File: src/rtl/pect_pkg.sv
`default_nettype none
package pect_pkg;

   localparam logic [1:0] STATUS_TRIANGLE = 2'd0;
   localparam logic [1:0] STATUS_TOO_FEW  = 2'd1;
   localparam logic [1:0] STATUS_NO_EAR   = 2'd2;
   localparam logic [1:0] STATUS_OVERFLOW = 2'd3;

   localparam int MIN_VERTS = 3;

   // sign of a cross product
   typedef struct packed {
      logic neg;
      logic zero;
   } sign_type;

endpackage
`default_nettype wire

File: src/rtl/pect_cross.sv
`default_nettype none
// (q - p) x (r - p), three-stage pipeline, sign only
module pect_cross import pect_pkg::*; #(
   parameter int COORD_BITS = 16
) (
   input  wire                          clock,
   input  wire                          reset,
   input  wire                          go,
   input  wire signed [COORD_BITS-1:0]  p_x,
   input  wire signed [COORD_BITS-1:0]  p_y,
   input  wire signed [COORD_BITS-1:0]  q_x,
   input  wire signed [COORD_BITS-1:0]  q_y,
   input  wire signed [COORD_BITS-1:0]  r_x,
   input  wire signed [COORD_BITS-1:0]  r_y,
   output logic                         done,
   output sign_type                     result
);
   localparam int DW = COORD_BITS + 1;
   localparam int PW = 2 * DW;

   logic [2:0]              vld_ff;
   logic signed [DW-1:0]    d1x_ff, d1y_ff, d2x_ff, d2y_ff;
   logic signed [PW-1:0]    pr1_ff, pr2_ff;
   logic signed [PW:0]      diff;
   sign_type                sgn_ff;

   always_ff @(posedge clock) begin
      if (reset) begin
         vld_ff <= '0;
      end else begin
         vld_ff <= {vld_ff[1:0], go};
      end
   end

   assign diff = $signed({pr1_ff[PW-1], pr1_ff}) - $signed({pr2_ff[PW-1], pr2_ff});

   always_ff @(posedge clock) begin
      d1x_ff <= $signed({q_x[COORD_BITS-1], q_x}) - $signed({p_x[COORD_BITS-1], p_x});
      d1y_ff <= $signed({q_y[COORD_BITS-1], q_y}) - $signed({p_y[COORD_BITS-1], p_y});
      d2x_ff <= $signed({r_x[COORD_BITS-1], r_x}) - $signed({p_x[COORD_BITS-1], p_x});
      d2y_ff <= $signed({r_y[COORD_BITS-1], r_y}) - $signed({p_y[COORD_BITS-1], p_y});
      pr1_ff <= d1x_ff * d2y_ff;
      pr2_ff <= d1y_ff * d2x_ff;
      sgn_ff.neg  <= diff[PW];
      sgn_ff.zero <= (diff == '0);
   end

   assign done   = vld_ff[2];
   assign result = sgn_ff;

endmodule
`default_nettype wire

File: config.mk
export PLATFORM = sky130hd
export DESIGN_NAME = pect_cross
export DESIGN_NICKNAME = d
export VERILOG_FILES = /design/src/rtl/pect_pkg.sv /design/src/rtl/pect_cross.sv
export SDC_FILE = /design/constraint.sdc
export NUM_CORES = 2
export LEC_CHECK = 0
export BUFFER_PORTS_ARGS = -buffer_cell sky130_fd_sc_hd__buf_2
export CAP_MARGIN = 20
export CORE_MARGIN = 2
export CORE_UTILIZATION = 60
export DETAILED_ROUTE_END_ITERATION = 10
export PLACE_DENSITY = 0.77
export SLEW_MARGIN = 20
export SYNTH_ARGS = -nofsm -noshare
export SYNTH_HDL_FRONTEND = slang
export SYNTH_SLANG_ARGS = --single-unit
File: constraint.sdc
create_clock -name clock -period 10.4 [get_ports clock]
set_input_delay 2.08 -clock clock [delete_from_list [all_inputs] [get_ports clock]]
set_output_delay 2.08 -clock clock [all_outputs]
set_load 0.01 [all_outputs]
==> out/metrics.cfg <==
[floorplan]
row_count = 81
fp.coreArea_um2 = 48600
die_h_um = 225
die_area_um2 = 50700
pin_count = 102
start_util = 0.603
die_w_um = 225

[clocking]
postCtsHoldBufs = 0
cts_root_buf = clkbuf_16
htreeDepth = 4
clk_latency_ns = 0.46
ctsResizeCount = 0
clock-sinks = 141
clkTransAtPathRegs_ns = 0.07
clock_path_buffers = 2
cts_inserted_buffers = 17
postCtsSetupRepairBufs = 0
cts_tree = yes

[setup_path]
crit_slowest_cell = fa_1
worstPathArrival_ns = 7.20
ff2ff_setup_slack_ns = 3.59
reg2reg_depth = 20
crit_top_cell = fa_1
path_class = reg -> reg
start_kind = flip-flop
regToRegEndpoint = pr2_ff[33]
reg2reg_from = d2x_ff[2]
crit_buf_inv = 3
cpLargestDelayFamily = adder cells
path_max_fanout = 17
cpPeakStageDelay_ns = 0.94
worstPathRequired_ns = 10.79
worstPathCellList = nand2_1 -> inv_1 -> fa_1 -> fa_1 -> fa_1 -> fa_1 -> fa_1 -> inv_1 -> fa_1 -> inv_1 -> ha_1 -> a21oi_1 -> and3_1 -> nor2_1 -> a21oi_1 -> o211ai_1 -> a21oi_1 -> o21ai_0 -> a21oi_1 -> xnor2_1
cp.depth = 20
cp-end-kind = flip-flop

[hold_path]
hold_depth = 1
min_to = vld_ff[1]
worst_hold_path_type = reg -> reg
holdCritStartpoint = vld_ff[0]

[logic_synthesis]
postSynthAreaPerCell_um2 = 9.14
yosys_warnings = 0
ys_types = 76
syn_nets = 4175
yosysSeqAreaShare = 0.0962
netlist.area_leader.share = 0.407
synth_seq_cells = 141
yosysTopAreaCell = fa_1
syn_inst = 3211
synth_edf_count = 0
netlist_top_cells_area = fa_1 (41%), ha_1 (11%), dfxtp_1 (9.6%)
synth_area_um2 = 29300
ys.flop_type = dfxtp_1
async_flop_share = 0

[grt]
overflow = 0
grt_pass1_vias = 23444
grt_pass1_wl_mm = 121
grtUsageTotal = 0.312
grt_max_degree = 18
antenna_found_initial = 8

[placement]
port_buffers = 101
place_congestion = 0.992
dp_hpwl_mm = 62.0
placed_area_um2 = 30300
preCtsSetupSlack_ns = 3.72

[sta]
drv_slew = 0
tns_ns = 0
fin_ws_ns = 3.59
setup_viol = 0
rsz0062_at_grt = false
finalClockSkew_ns = 0.0159
finalCritPeriodShare = 0.655
hold_violations = 0
maxSlewHeadroom = 0.347
clock.fmax_ghz = 0.147
min_period_ns = 6.81
worst_pin_slew_ns = 0.955
hold_ws_ns = 0.446

[drt]
drt_iter0_markers = 1361
detail_route.first_pass.iterations = 5
antenna_left = 0
drc = 0
totalWireLength_mm = 74.1
wire_per_inst_um = 19.1
num_vias = 21797
via_per_inst = 5.61

[cells_and_area]
syn_to_final_growth_pct = 5.43
drive_gt1_frac = 0.0509
antenna_cells = 0
nets = 4211
finish.instance_area_um2 = 30900
fillers = 4099

[run_status]
run_status = completed

[job]
drv_cap = 0

## Yosys cell counts (9+ instances only)
library cell / n
o21ai_0: 64
o21a_1: 16
a211oi_1: 14
nand2b_1: 31
nor3_1: 23
xnor2_1: 100
a31o_2: 9
dfxtp_1: 141
a21boi_0: 10
a21oi_1: 114
nand3_1: 27
and3_1: 19
and2_1: 298
o21bai_1: 12
a21o_1: 38
fa_1: 597
clkbuf_1: 85
nand2_1: 316
nor2b_1: 30
nand4_1: 16
xor2_1: 23
ha_1: 268
nor2_1: 122
inv_1: 698
## cell families after synthesis
| logic type | share of synthesized area |
|---|---|
| AND/OR/NAND/NOR | 0.157 |
| adder cells (fa/ha/maj) | 0.522 |
| buffers and inverters | 0.101 |
| AO/OA/AOI/OAI | 0.0865 |
| flip-flops | 0.0962 |
| XOR/XNOR | 0.0367 |
| multiplexers | 0.00107 |
## cells in the final DEF (no fill, tap or decap), types with 19 or more instances in the layout
cell,netlist,routed
nand3_1,27,27
inv_1,698,698
xnor2_1,100,100
buf_2,2,101
o21ai_0,64,64
fa_1,597,597
and3_1,19,19
nand2b_1,31,31
ha_1,268,268
nor2_1,122,122
dfxtp_1,141,141
a21oi_1,114,114
nor3_1,23,23
xor2_1,23,23
and2_1,298,298
nand2_1,316,316
a21o_1,38,38
nor2b_1,30,30
## how the worst max path moves through the flow
stage / to / slack, ns / startpoint
after detailed placement: pr2_ff[33] / 3.72 / d2x_ff[2]
after global routing: pr2_ff[33] / 3.18 / d2x_ff[2]
after floorplan: pr1_ff[32] / 4.09 / d2y_ff[8]
after global placement: pr1_ff[30] / 3.85 / d1x_ff[12]
after CTS: pr2_ff[33] / 3.70 / d2x_ff[2]
final: pr2_ff[33] / 3.59 / d2x_ff[2]
## worst register-to-register path: cells and delay by family (launching register included)
kind | cells | cell delay (ns)
DFF | 1 | 0.83
AOI/OAI and AO/OA | 6 | 1.16
adders and majority gates | 7 | 3.85
buffers and inverters | 3 | 0.26
xor gates and xnor gates | 1 | 0.12
and+or+nand+nor | 3 | 0.52
## through the flow
step	cells	util
after CTS	3882	0.636
after detailed placement	3850	0.623
after global routing	3882	0.636
final	3882	0.636
after global placement	3850	0.623
after floorplan	3211	-
## layout make-up
cell class              instances  area (um^2)  share of cell area
inverters                     698         2620              0.0847
repair buffers                105          536              0.0173
clock buffers                  17          425              0.0138
flip-flops and latches        141         2820              0.0913
well taps                     622          778              0.0252
multi-input cells            2284        23600               0.762
clock inverters                15          193             0.00623
## sequential cells by signal, summed over array words and instances, names as in the netlist
register	count
d1x_ff	17
d1y_ff	17
d2x_ff	17
d2y_ff	17
pr1_ff	34
pr2_ff	34
result	2
vld_ff	3
## per-layer routing
layer	vias up	wire length (um)	GRT usage
met1	10855	30000	0.400
met3	176	4770	0.0535
met5	-	72	0
met4	10	3580	0.140
met2	818	35700	0.519
li1	9938	-	-
Power is left out: the tool's default activity adds up to more than one toggle a clock period on the data nets, which glitch-free logic cannot reach.
